**src/rtl/flqe_pkg.sv**
```systemverilog
// ----------------------------------------------------------------------------
// flqe_pkg: shared types and constants of the feathered line quad expander
// Holds the multiplier step count, the micro-operation codes and the
// command and status structs between the controller and the datapath.
// ----------------------------------------------------------------------------
package flqe_pkg;

   localparam int MulSteps = 5;      // 8 bits of the b operand per step
   localparam int LastTarget = 3;    // px, py, tx, ty
   localparam logic [3:0] TopBit = 4'd12;
   localparam logic [3:0] LastVertex = 4'd11;
   localparam logic [11:0] FeatherReset = 12'd16;

   typedef enum logic [2:0] {
      OP_SQX,   // adx * adx into the squared length
      OP_SQY,   // ady * ady added to the squared length
      OP_NUM,   // width * delta, the numerator
      OP_LIM,   // numerator squared (times four for the feather targets), the compare limit
      OP_OO,    // odd candidate squared
      OP_T      // odd candidate squared times squared length, then compare
   } op_type;

   typedef struct packed {
      logic       capture;
      logic       classify;
      logic       mul_start;
      logic       mul_run;
      logic       mul_store;
      op_type     op;
      logic [1:0] tgt;
      logic [3:0] bitn;
      logic       load_out;
      logic [3:0] k;
   } cmd_type;

   typedef struct packed {
      logic sloped;
      logic mul_last;
   } status_type;

endpackage

```
**src/rtl/feathered_line_quad_expander.sv**
```systemverilog
// ----------------------------------------------------------------------------
// feathered_line_quad_expander: thick line to feathered quad strip expander
// Turns one line segment into twelve vertices: a core band strip and two
// feather band strips whose outer vertices are fully transparent.
// ----------------------------------------------------------------------------
// One segment word is taken at a time. Vertical and horizontal segments go
// through setup (capture, then classify) and then emit their 12 vertex words
// as the output side takes them. A sloped segment first runs its offsets
// through a byte-serial multiplier: 2 products for the squared length and,
// for each of the four offset terms, 2 products plus 13 steps of a rounding
// root search of 2 products each, before its 12 vertex words. The user must
// write the feather width register through the CSR port only while no segment
// is in flight; the block itself does not enforce it.
// Vertex numbering restarts at zero when a segment arrives with its restart
// flag set.
module feathered_line_quad_expander
   import flqe_pkg::*;
#(
   parameter int INDEX_BITS = 16
) (
   input  logic         clock,
   input  logic         reset,
   input  logic         req_tvalid,
   output logic         req_tready,
   // start_x[15:0] start_y[31:16] end_x[47:32] end_y[63:48] line_width[76:64]
   // red[84:77] green[92:85] blue[100:93] opacity[108:101], rest zero
   input  logic [111:0] req_tdata,
   // restart[0]
   input  logic         req_tuser,
   output logic         rsp_tvalid,
   input  logic         rsp_tready,
   // vert_x[15:0] vert_y[31:16] vert_red[39:32] vert_green[47:40]
   // vert_blue[55:48] vert_alpha[63:56] vertex_index[79:64]
   output logic [79:0]  rsp_tdata,
   // strip_end[0]
   output logic         rsp_tuser,
   output logic         rsp_tlast,
   input  logic         csr_psel,
   input  logic         csr_penable,
   input  logic         csr_pwrite,
   input  logic [2:0]   csr_paddr,
   input  logic [31:0]  csr_pwdata,
   output logic [31:0]  csr_prdata,
   output logic         csr_pready
);

   cmd_type    cmd;
   status_type status;
   logic [11:0] feather_ff;

   // The only register, feather_width, sits at byte address 0.
   assign csr_pready = 1'b1;
   assign csr_prdata = csr_paddr[2] ? 32'd0 : 32'(feather_ff);

   always_ff @(posedge clock) begin
      if (reset) begin
         feather_ff <= FeatherReset;
      end else if (csr_psel && csr_penable && csr_pwrite && !csr_paddr[2]) begin
         feather_ff <= csr_pwdata[11:0];
      end
   end

   flqe_ctrl u_ctrl (
      .clock      (clock),
      .reset      (reset),
      .req_tvalid (req_tvalid),
      .req_tready (req_tready),
      .rsp_tvalid (rsp_tvalid),
      .rsp_tready (rsp_tready),
      .status     (status),
      .cmd        (cmd)
   );

   flqe_datapath #(
      .INDEX_BITS (INDEX_BITS)
   ) u_datapath (
      .clock         (clock),
      .reset         (reset),
      .cmd           (cmd),
      .status        (status),
      .req_tdata     (req_tdata),
      .req_tuser     (req_tuser),
      .feather_width (feather_ff),
      .rsp_tdata     (rsp_tdata),
      .rsp_tuser     (rsp_tuser),
      .rsp_tlast     (rsp_tlast)
   );

endmodule

```
**src/rtl/flqe_ctrl.sv**
```systemverilog
// ----------------------------------------------------------------------------
// flqe_ctrl: sequencer of the feathered line quad expander
// Accepts one segment at a time, walks the multiply and root search
// steps for sloped segments and then emits the twelve vertices.
// ----------------------------------------------------------------------------
module flqe_ctrl
   import flqe_pkg::*;
(
   input  logic       clock,
   input  logic       reset,
   input  logic       req_tvalid,
   output logic       req_tready,
   output logic       rsp_tvalid,
   input  logic       rsp_tready,
   input  status_type status,
   output cmd_type    cmd
);

   typedef enum logic [4:0] {
      ST_IDLE  = 5'b00001,
      ST_CLASS = 5'b00010,
      ST_LOAD  = 5'b00100,
      ST_MUL   = 5'b01000,
      ST_EMIT  = 5'b10000
   } state_type;

   state_type  state_ff, state_in;
   op_type     op_ff, op_in;
   logic [1:0] tgt_ff, tgt_in;
   logic [3:0] bit_ff, bit_in;
   logic [3:0] k_ff, k_in;
   logic       valid_ff, valid_in;
   logic       load;

   assign req_tready = (state_ff == ST_IDLE);
   assign rsp_tvalid = valid_ff;
   assign load = (state_ff == ST_EMIT) && (!valid_ff || rsp_tready);

   always_comb begin
      state_in = state_ff;
      op_in    = op_ff;
      tgt_in   = tgt_ff;
      bit_in   = bit_ff;
      k_in     = k_ff;
      valid_in = valid_ff;
      if (rsp_tready) begin
         valid_in = 1'b0;
      end
      if (load) begin
         valid_in = 1'b1;
      end
      unique case (state_ff)
         ST_IDLE: begin
            if (req_tvalid) begin
               state_in = ST_CLASS;
            end
         end
         ST_CLASS: begin
            if (status.sloped) begin
               state_in = ST_LOAD;
               op_in    = OP_SQX;
            end else begin
               state_in = ST_EMIT;
               k_in     = 4'd0;
            end
         end
         ST_LOAD: begin
            state_in = ST_MUL;
         end
         ST_MUL: begin
            if (status.mul_last) begin
               state_in = ST_LOAD;
               case (op_ff)
                  OP_SQX: op_in = OP_SQY;
                  OP_SQY: begin
                     op_in  = OP_NUM;
                     tgt_in = 2'd0;
                  end
                  OP_NUM: op_in = OP_LIM;
                  OP_LIM: begin
                     op_in  = OP_OO;
                     bit_in = TopBit;
                  end
                  OP_OO: op_in = OP_T;
                  default: begin
                     if (bit_ff != 4'd0) begin
                        bit_in = bit_ff - 4'd1;
                        op_in  = OP_OO;
                     end else if (tgt_ff != 2'(LastTarget)) begin
                        tgt_in = tgt_ff + 2'd1;
                        op_in  = OP_NUM;
                     end else begin
                        state_in = ST_EMIT;
                        k_in     = 4'd0;
                     end
                  end
               endcase
            end
         end
         ST_EMIT: begin
            if (load) begin
               k_in = k_ff + 4'd1;
               if (k_ff == LastVertex) begin
                  state_in = ST_IDLE;
               end
            end
         end
         default: state_in = ST_IDLE;
      endcase
   end

   always_ff @(posedge clock) begin
      if (reset) begin
         state_ff <= ST_IDLE;
         valid_ff <= 1'b0;
         op_ff    <= OP_SQX;
         tgt_ff   <= 2'd0;
         bit_ff   <= 4'd0;
         k_ff     <= 4'd0;
      end else begin
         state_ff <= state_in;
         valid_ff <= valid_in;
         op_ff    <= op_in;
         tgt_ff   <= tgt_in;
         bit_ff   <= bit_in;
         k_ff     <= k_in;
      end
   end

   always_comb begin
      cmd.capture   = (state_ff == ST_IDLE) && req_tvalid;
      cmd.classify  = (state_ff == ST_CLASS);
      cmd.mul_start = (state_ff == ST_LOAD);
      cmd.mul_run   = (state_ff == ST_MUL);
      cmd.mul_store = (state_ff == ST_MUL) && status.mul_last;
      cmd.op        = op_ff;
      cmd.tgt       = tgt_ff;
      cmd.bitn      = bit_ff;
      cmd.load_out  = load;
      cmd.k         = k_ff;
   end

endmodule

```
**src/rtl/flqe_datapath.sv**
```systemverilog
// ----------------------------------------------------------------------------
// flqe_datapath: arithmetic of the feathered line quad expander
// Segment registers, a byte-serial multiplier, the rounding root search,
// the offset registers, vertex forming with saturation and the vertex counter.
// ----------------------------------------------------------------------------
module flqe_datapath
   import flqe_pkg::*;
#(
   parameter int INDEX_BITS = 16
) (
   input  logic          clock,
   input  logic          reset,
   input  cmd_type       cmd,
   output status_type    status,
   input  logic [111:0]  req_tdata,
   input  logic          req_tuser,
   input  logic [11:0]   feather_width,
   output logic [79:0]   rsp_tdata,
   output logic          rsp_tuser,
   output logic          rsp_tlast
);

   logic signed [15:0] sx_ff, sy_ff, ex_ff, ey_ff;
   logic [12:0] lw_ff;
   logic [7:0]  red_ff, green_ff, blue_ff, op_ff;

   logic signed [16:0] dx, dy;
   logic [15:0] adx, ady;
   logic        neg;

   logic [63:0] a_ff, acc_ff, acc_next, mul_a;
   logic [39:0] b_ff, mul_b;
   logic [2:0]  mcnt_ff;

   logic [34:0] sq_ff;
   logic [28:0] num_ff;
   logic [63:0] lim_ff;
   logic [27:0] oo_ff;
   logic [12:0] q_ff, c_ff, c_new, q_new;
   logic [13:0] odd;
   logic [15:0] wsel, adsel;

   logic signed [15:0] nx_ff, ny_ff, mx_ff, my_ff;
   logic [13:0] half;
   logic signed [15:0] qs;

   logic [INDEX_BITS-1:0] cnt_ff;
   logic [31:0] cnt_wide;

   logic signed [18:0] bx, by, vx, vy;
   logic nneg, madd, mneg;
   logic [15:0] satx, saty;

   assign dx  = 17'(ex_ff) - 17'(sx_ff);
   assign dy  = 17'(ey_ff) - 17'(sy_ff);
   assign adx = dx[16] ? 16'(-dx) : dx[15:0];
   assign ady = dy[16] ? 16'(-dy) : dy[15:0];
   assign neg = dx[16] ^ dy[16];
   assign status.sloped = (sx_ff != ex_ff) && (sy_ff != ey_ff);
   assign status.mul_last = (mcnt_ff == 3'(MulSteps - 1));

   assign wsel  = cmd.tgt[1] ? {4'd0, feather_width} : {3'd0, lw_ff};
   assign adsel = cmd.tgt[0] ? adx : ady;
   assign c_new = q_ff | (13'd1 << cmd.bitn);
   assign odd   = {c_new, 1'b0} - 14'd1;

   always_comb begin
      case (cmd.op)
         OP_SQX: begin
            mul_a = 64'(adx);
            mul_b = 40'(adx);
         end
         OP_SQY: begin
            mul_a = 64'(ady);
            mul_b = 40'(ady);
         end
         OP_NUM: begin
            mul_a = 64'(wsel);
            mul_b = 40'(adsel);
         end
         OP_LIM: begin
            mul_a = 64'(num_ff);
            mul_b = 40'(num_ff);
         end
         OP_OO: begin
            mul_a = 64'(odd);
            mul_b = 40'(odd);
         end
         default: begin
            mul_a = 64'(sq_ff);
            mul_b = 40'(oo_ff);
         end
      endcase
   end

   assign acc_next = acc_ff + a_ff * {56'd0, b_ff[7:0]};
   assign q_new = (acc_next <= lim_ff) ? c_ff : q_ff;
   assign qs = 16'(q_new);
   assign half = (14'(lw_ff) + 14'd1) >> 1;

   always_ff @(posedge clock) begin
      if (cmd.capture) begin
         sx_ff    <= req_tdata[15:0];
         sy_ff    <= req_tdata[31:16];
         ex_ff    <= req_tdata[47:32];
         ey_ff    <= req_tdata[63:48];
         lw_ff    <= req_tdata[76:64];
         red_ff   <= req_tdata[84:77];
         green_ff <= req_tdata[92:85];
         blue_ff  <= req_tdata[100:93];
         op_ff    <= req_tdata[108:101];
      end
      if (cmd.classify && !status.sloped) begin
         if (sx_ff == ex_ff) begin
            nx_ff <= -16'(half);
            ny_ff <= 16'd0;
            mx_ff <= -16'(feather_width);
            my_ff <= 16'd0;
         end else begin
            nx_ff <= 16'd0;
            ny_ff <= -16'(half);
            mx_ff <= 16'd0;
            my_ff <= -16'(feather_width);
         end
      end
      if (cmd.mul_start) begin
         a_ff    <= mul_a;
         b_ff    <= mul_b;
         acc_ff  <= 64'd0;
         mcnt_ff <= 3'd0;
         if (cmd.op == OP_NUM) begin
            q_ff <= 13'd0;
         end
         if (cmd.op == OP_OO) begin
            c_ff <= c_new;
         end
      end
      if (cmd.mul_run) begin
         acc_ff  <= acc_next;
         a_ff    <= a_ff << 8;
         b_ff    <= b_ff >> 8;
         mcnt_ff <= mcnt_ff + 3'd1;
      end
      if (cmd.mul_store) begin
         case (cmd.op)
            OP_SQX: sq_ff <= acc_next[34:0];
            OP_SQY: sq_ff <= sq_ff + acc_next[34:0];
            OP_NUM: num_ff <= acc_next[28:0];
            OP_LIM: lim_ff <= cmd.tgt[1] ? (acc_next << 2) : acc_next;
            OP_OO:  oo_ff <= acc_next[27:0];
            default: begin
               q_ff <= q_new;
               if (cmd.bitn == 4'd0) begin
                  case (cmd.tgt)
                     2'd0: nx_ff <= neg ? qs : -qs;
                     2'd1: ny_ff <= qs;
                     2'd2: mx_ff <= neg ? qs : -qs;
                     default: my_ff <= qs;
                  endcase
               end
            end
         endcase
      end
   end

   // Vertex forming: base endpoint, plus or minus the band offset, plus the
   // feather step, added or subtracted, on the outer vertices of the two feather strips.
   always_comb begin
      bx   = cmd.k[1] ? 19'(ex_ff) : 19'(sx_ff);
      by   = cmd.k[1] ? 19'(ey_ff) : 19'(sy_ff);
      nneg = (cmd.k == 4'd1) || (cmd.k == 4'd3) || (cmd.k >= 4'd8);
      madd = (cmd.k >= 4'd4) && cmd.k[0];
      mneg = (cmd.k >= 4'd8);
      vx = nneg ? bx - 19'(nx_ff) : bx + 19'(nx_ff);
      vy = nneg ? by - 19'(ny_ff) : by + 19'(ny_ff);
      if (madd) begin
         vx = mneg ? vx - 19'(mx_ff) : vx + 19'(mx_ff);
         vy = mneg ? vy - 19'(my_ff) : vy + 19'(my_ff);
      end
      if (vx > 19'sd32767) satx = 16'h7FFF;
      else if (vx < -19'sd32768) satx = 16'h8000;
      else satx = vx[15:0];
      if (vy > 19'sd32767) saty = 16'h7FFF;
      else if (vy < -19'sd32768) saty = 16'h8000;
      else saty = vy[15:0];
   end

   assign cnt_wide = 32'(cnt_ff);

   always_ff @(posedge clock) begin
      if (reset) begin
         cnt_ff <= '0;
      end else if (cmd.capture && req_tuser) begin
         cnt_ff <= '0;
      end else if (cmd.load_out) begin
         cnt_ff <= cnt_ff + INDEX_BITS'(1);
      end
   end

   always_ff @(posedge clock) begin
      if (cmd.load_out) begin
         rsp_tdata <= {cnt_wide[15:0], (madd ? 8'd0 : op_ff), blue_ff, green_ff,
                       red_ff, saty, satx};
         rsp_tuser <= (cmd.k[1:0] == 2'd3);
         rsp_tlast <= (cmd.k == LastVertex);
      end
   end

endmodule
```
**config.mk**
```make
export PLATFORM = sky130hd
export DESIGN_NAME = feathered_line_quad_expander
export DESIGN_NICKNAME = d
export VERILOG_FILES = /design/src/rtl/flqe_pkg.sv /design/src/rtl/feathered_line_quad_expander.sv /design/src/rtl/flqe_ctrl.sv /design/src/rtl/flqe_datapath.sv
export SDC_FILE = /design/constraint.sdc
export NUM_CORES = 2
export LEC_CHECK = 0
export ABC_AREA = 0
export BUFFER_PORTS_ARGS = -buffer_cell sky130_fd_sc_hd__buf_2
export CORE_AREA = 2 2 268 375
export DETAILED_ROUTE_END_ITERATION = 10
export DIE_AREA = 0 0 270 377
export PLACE_DENSITY = 0.72
export SETUP_SLACK_MARGIN = 0.3
export SLEW_MARGIN = 20
export SYNTH_ARGS = -nofsm -noshare
export SYNTH_HDL_FRONTEND = slang
export SYNTH_SLANG_ARGS = --single-unit
```
**constraint.sdc**
```tcl
create_clock -name clock -period 11.1 [get_ports clock]
set_input_delay 1.11 -clock clock [delete_from_list [all_inputs] [get_ports clock]]
set_output_delay 1.11 -clock clock [all_outputs]
set_load 0.01 [all_outputs]
```
=== Word level (Yosys, flattened, before mapping) ===
Index checks and enable logic that the tools add are counted.

* Bits in registers: 647
* Bits of input ports: 155
* Output and inout port bits: 117
* Logic and storage cells: 235

* $add $sub $neg: 24
* $mul: 1
* Order comparisons: 7
* Equality and inequality tests: 31
* Shifts and indexed selects: 1
* Multiplexer cells: 86
* Bitwise operators: 4
* Reduce and logical (&&, ||, !) cells: 42

{| class="wikitable"
|+ Operator list
! kind !! number
|-
| $mux W16 || 30
|-
| $mux W64 || 5
|-
| $pmux W35 S5 || 1
|-
| $mux W19 || 8
|-
| $pmux W29 S5 || 1
|-
| $mux W13 || 6
|-
| $add A19 B16 Y19 || 4
|-
| $sub A19 B16 Y19 || 4
|-
| $pmux W35 S2 || 1
|-
| $add A64 B64 Y64 || 1
|-
| $le A64 B64 Y1 || 1
|-
| $mul A64 B8 Y64 || 1
|-
| $mux W32 || 2
|-
| $mux W5 || 8
|-
| $gt A19 B16 Y1 const B || 2
|-
| $lt A19 B16 Y1 const B || 2
|-
| $add A35 B35 Y35 || 1
|-
| $sub A16 B16 Y17 || 2
|-
| $ne A16 B16 Y1 || 2
|-
| $neg A13 Y16 || 2
|-
| $neg A16 Y16 || 2
|-
| $mux W4 || 7
|-
| $pmux W5 S5 || 1
|-
| $mux W3 || 6
|-
| other kinds (56) || 96
|}

=== Longest topological paths before layout ===
* Depth in word-level cells: 10
* Depth in mapped cells: 41
* Mapped depth without buffers: 37

=== Modules after synthesis ===
A second synthesis with hierarchy kept.

* Cell total of the unflattened synthesis: 5,825
* Area, all modules: 55,095.3 µm²

{| class="wikitable"
|+ Modules (own cells, without submodules)
! module !! instances !! cells an instance !! area each (µm²) !! seq. area each (µm²)
|-
| flqe_datapath || 1 || 5,595 || 53,167.2 || 17,396.7
|-
| flqe_ctrl || 1 || 141 || 1,124.8 || 380.4
|-
| feathered_line_quad_expander || 1 || 89 || 803.3 || 240.2
|}

=== Worst setup path after synthesis ===
Ideal clock, no wire load.

* Path type: register to register
* From: register u_datapath.b_ff[0]
* To: register u_datapath.mx_ff[12]
* Arrival: 9.230 ns
* Required time: 10.968 ns
* Path slack: 1.737 ns
* Stages on the path, launching flop included: 40
* Path buffers: 3
* Period minus slack after synthesis: 9.363 ns
* Path through: edfxtp_1 > clkbuf_1 > clkbuf_1 > nand2_1 > fa_1 > inv_1 > fa_1 > fa_1 > inv_1 > fa_1 > inv_1 > ha_1 > nand4_1 > or3_1 > a2111o_1 > a31oi_4 > a31oi_1 > o21ai_2 > [4 not listed] > inv_1 > ha_1 > nand4_1 > nor4_1 > inv_1 > nor3_1 > nand2_1 > o211ai_2 > nand2_1 > buf_2 > mux2i_1 > ha_1 > nand2_1 > or4_1 > a21oi_1 > a311oi_1 > xor2_1 > a21oi_1

* Word-level cells in the longest chain between the ends: 10

{| class="wikitable"
|+ Ends and longest elaborated chain
! what !! line !! text
|-
| start, declared || flqe_datapath.sv:32 || <nowiki>logic [39:0] b_ff, mul_b;</nowiki>
|-
| start signal, assigned || flqe_datapath.sv:128 || <nowiki>b_ff <= mul_b;</nowiki>
|-
| start signal, assigned || flqe_datapath.sv:141 || <nowiki>b_ff <= b_ff >> 8;</nowiki>
|-
| $mul A64 B8 Y64 (*) || flqe_datapath.sv:96 || <nowiki>assign acc_next = acc_ff + a_ff * {56'd0, b_ff[7:0]};</nowiki>
|-
| $add A64 B64 Y64 (*) || flqe_datapath.sv:96 ||
|-
| named net u_datapath.acc_next[63] || flqe_datapath.sv:31 || <nowiki>logic [63:0] a_ff, acc_ff, acc_next, mul_a;</nowiki>
|-
| $le A64 B64 Y1 (*) || flqe_datapath.sv:97 || <nowiki>assign q_new = (acc_next <= lim_ff) ? c_ff : q_ff;</nowiki>
|-
| $mux W13 (*) || flqe_datapath.sv:97 ||
|-
| $neg A13 Y16 || flqe_datapath.sv:157 || <nowiki>2'd2: mx_ff <= neg ? qs : -qs;</nowiki>
|-
| $mux W16 (*) || flqe_datapath.sv:157 ||
|-
| $mux W16 (*) || flqe_datapath.sv:154 || <nowiki>case (cmd.tgt)</nowiki>
|-
| $mux W16 (*) || flqe_datapath.sv:153 || <nowiki>if (cmd.bitn == 4'd0) begin</nowiki>
|-
| $mux W16 (*) || flqe_datapath.sv:145 || <nowiki>case (cmd.op)</nowiki>
|-
| $mux W16 (*) || flqe_datapath.sv:144 || <nowiki>if (cmd.mul_store) begin</nowiki>
|-
| end signal, assigned || flqe_datapath.sv:117 || <nowiki>mx_ff <= -16'(feather_width);</nowiki>
|-
| end signal, assigned || flqe_datapath.sv:157 ||
|-
| end, declared || flqe_datapath.sv:43 || <nowiki>logic signed [15:0] nx_ff, ny_ff, mx_ff, my_ff;</nowiki>
|}

Mark *: on every way through the listed nets, which the timed path passes. The rest lies on a longest branch.
A chain may end at the register's enable or synchronous reset.

=== Worst setup path in the final report ===
* From: register u_datapath.b_ff[1]
* To: register u_datapath.mx_ff[12]

The elaborated chain is that of the path after synthesis.

==> flow_summary_export.csv <==
group,metric,value,unit
power,seqPwrFrac,28.4,%
route,routedWlPerCell,21.9,µm
finish,post_route_cells_drive_above_1_share,9.45,%
timing,final.period_utilization,91.0,%
floorplanning,placementRows,136,
finish,final-seq-area,0.0180,mm²
finish,syn2layout_area_growth,9.50,%
yosys,synth_flop_cell,"edfxtp_1",
place,dp_hpwl,119000,µm
power,ir_worst_vdd,201,µV
yosys,synth_enable_flop_cells,512,
clock_network,clock_latency,680,ps
run,max_cap_violations,0,
floorplanning,die_area,0.102,mm²
timing,final.setup_skew,23.1,ps
timing,report.final.hold_viol_count,0,
power,clockPowerShare,24.1,%
power,power_dens_cells,174,mW/mm²
setup_path,path_buf_inv,8,
setup_path,critPathSlowestCell,"fa_1",
min_path,hold_removal_path_class,"reg2reg",
place,placed_area,0.0563,mm²
global_routing,antenna_found_initial,2,
route,detailedRoute.firstIterationViolations,3029,
yosys,yosys.area.top_type_share,28.6,%
run_status,run_status,"finished, final reports clean",
finish,design_area,0.0589,mm²
floorplanning,initial_core_util,54.8,%
yosys,syn-instance-count,5657,
timing,maxSlewViolCount,0,
power,total_leakage_power,25.2,nW
finish,area_used_by_multi_input_combinational_logic,0.0324,mm²
yosys,ys_warn_count,0,
route,drt_first_pass_iters,8,
floorplanning,die-height,377,µm
setup_path,worst_setup_path_end_kind,"flip-flop",
floorplanning,ioPinCount,272,
setup_path,cpLargestDelayFamily,"compound AO/OA/AOI/OAI gates",
timing,transition_time_of_the_tightest_slew_check_pin,1120,ps
route,number_of_vias_after_detailed_routing,42100,
clock_network,cts_root_buf,"clkbuf_16",
yosys,mappedNetlistArea,0.0538,mm²
timing,setup_tns,0,ps
setup_path,crit_type,"reg2reg",
yosys,synth_area_per_cell,9.50,µm²
clock_network,cts.path.max_buffers,3,
clock_network,clk_pin_slew,70,ps
floorplanning,floorplan.core_area,0.0982,mm²
timing,finalWorstPathRequiredPeriod,10100,ps
finish,final.fill_count,8491,
power,switching_part_of_the_total_power,40.5,%
place,numPlacedInstances,7050,
global_routing,grt_max_degree,83,
power,total_switching_power,4.14,mW
global_routing,grt.total_usage,31.0,%
power,total_power,10.2,mW
global_routing,grt_first_pass_wirelength,243000,µm
clock_network,h-tree-depth,3,
power,intPower,6.09,mW
yosys,synth_sequential_area_ratio,33.5,%
power,power.share.combinational,47.5,%
finish,instances_no_fill,7192,
floorplanning,horiz_die_dim,270,µm
timing,max_freq,0.0990,GHz
finish,antenna-diode-count,0,
setup_path,crit_path_max_fanout,63,
setup_path,timing.critical_path.slowest_cell_delay,550,ps
yosys,netlist_top_cells_area,"edfxtp_1 29%, fa_1 16%, ha_1 7.0%",
yosys,synth_area_leader_cell,"edfxtp_1",
timing,rsz0062_at_grt,"false",
yosys,proportion_of_synthesized_flip_flops_having_asynchronous_set_or_reset,0,%
setup_path,arrival,10610,ps
setup_path,startpoint_type,"flip-flop",
route,via_per_inst,5.86,
global_routing,grt_pass1_vias,43100,
setup_path,worst-endpoint-required,11610,ps
finish,design.final.nets,6698,
timing,timing.slew.headroom,25.2,%
place,gpl.final_weighted_congestion,0.976,
global_routing,overall_overflow_remaining_after_global_route,0,
yosys,synth_seq_cells,644,
setup_path,cp_common_cell,"inv_1",
clock_network,cts.sink_count,644,
clock_network,tritoncts.num_buffers,72,
route,routed_wire_length,157000,µm
finish,finalCoreUtilization,60.0,%
place,port-buffer-count,225,
clock_network,clock_tree_from_tritoncts,"built",
yosys,synth.lib_cells_used.distinct,103,
timing,setup_violations,0,
route,detail_route.drc_violations,0,
route,postRouteAntennaNets,0,
## what timing repair did
| item | 4_1_cts | 5_1_grt |
|---|---|---|
| buffers inserted | 0 | 12 |
| gates resized for setup | 0 | 4 |
| endpoints found under the setup margin | 0 | 16 |
| hold buffers | 0 | 0 |
## cell usage after synthesis, types with 36 or more instances
cell,count
o21ai_0,297
fa_1,417
mux2i_1,50
a221oi_1,37
inv_1,650
nor2b_1,46
nand2b_1,43
nor2_1,333
a211oi_1,44
a31oi_1,36
ha_1,301
nand2_1,584
nand3_1,87
edfxtp_1,512
a21o_1,136
xnor2_1,216
clkbuf_1,198
dfxtp_1,132
nor3_1,91
xor2_1,119
a21oi_1,365
nand4_1,45
and3_1,39
and2_1,367
## metal layers
| metal | vias up | track usage [%] | share of wire (%) |
|---|---|---|---|
| li1 | 19600 | - | - |
| met1 | 20600 | 33.7 | 36 |
| met2 | 1431 | 55.4 | 51 |
| met3 | 505 | 3.63 | 5.1 |
| met4 | 4 | 23.1 | 8.3 |
| met5 | - | 0 | 0.011 |
## stage by stage
stage          hold slack (ps)  setup slack [ps]
2_1_floorplan              400              1740
3_3_place_gp               400               549
3_5_place_dp               405               486
4_1_cts                    423               373
5_1_grt                    431               280
6_report                   410              1000
## power groups by stage
stage	sequential [mW]	clock [mW]	combinational, mW
3_5_place_dp	2.96	0	4.74
5_1_grt	2.91	2.57	5.33
2_1_floorplan	2.92	0	3.32
4_1_cts	2.91	2.49	4.78
6_report	2.91	2.46	4.86
3_3_place_gp	2.96	0	4.65
## kinds of logic after synthesis
family	Yosys count	synth area share [%]
flops	644	33.5
mux	85	1.66
fa+ha+maj	718	22.5
buf+inv	914	6.60
xor+xnor	338	5.57
simple gates	1746	15.8
other cells	2	0.0140
compound gates	1210	14.3
## state kept, by name, summed over array words and instances, names as in the netlist, 16 cells and up
name / flops
u_datapath.nx_ff: 16
u_datapath.sx_ff: 16
u_datapath.cnt_ff: 16
u_datapath.sy_ff: 16
u_datapath.ny_ff: 16
u_datapath.ey_ff: 16
u_datapath.num_ff: 29
u_datapath.lim_ff: 64
u_datapath.my_ff: 16
u_datapath.rsp_tdata: 80
u_datapath.a_ff: 64
u_datapath.mx_ff: 16
u_datapath.b_ff: 29
u_datapath.ex_ff: 16
u_datapath.oo_ff: 28
u_datapath.acc_ff: 64
u_datapath.sq_ff: 35
## worst paths after layout
kind,startpoint,end,slack [ps],cells after the start
worst min-delay path,u_datapath.red_ff[7],u_datapath.rsp_tdata[39],410,0
worst max-delay path,u_datapath.b_ff[1],u_datapath.mx_ff[12],1000,39
worst min register to register,u_datapath.red_ff[7],u_datapath.rsp_tdata[39],410,0
worst max register to register,u_datapath.b_ff[1],u_datapath.mx_ff[12],1000,39
## layout make-up
type | count | share of cell area, %
Tap cell | 1311 | 2.79
Clock inverter | 39 | 0.669
Sequential cell | 644 | 30.6
Multi-Input combinational cell | 4118 | 55.0
Timing Repair Buffer | 334 | 3.42
Clock buffer | 91 | 3.35
Inverter | 655 | 4.18
## cell usage in the layout (no fill, tap or decap), types with 45 or more instances in the layout
| master | instances |
|---|---|
| inv_1 | 648 |
| nand2_1 | 584 |
| edfxtp_1 | 512 |
| fa_1 | 417 |
| and2_1 | 366 |
| a21oi_1 | 365 |
| nor2_1 | 326 |
| ha_1 | 301 |
| o21ai_0 | 296 |
| buf_2 | 225 |
| xnor2_1 | 216 |
| a21o_1 | 135 |
| dfxtp_1 | 130 |
| xor2_1 | 119 |
| buf_4 | 103 |
| nor3_1 | 90 |
| nand3_1 | 86 |
| clkbuf_16 | 74 |
| mux2i_1 | 50 |
| nor2b_1 | 45 |
| nand4_1 | 45 |
(Power assumes the default switching activity.)
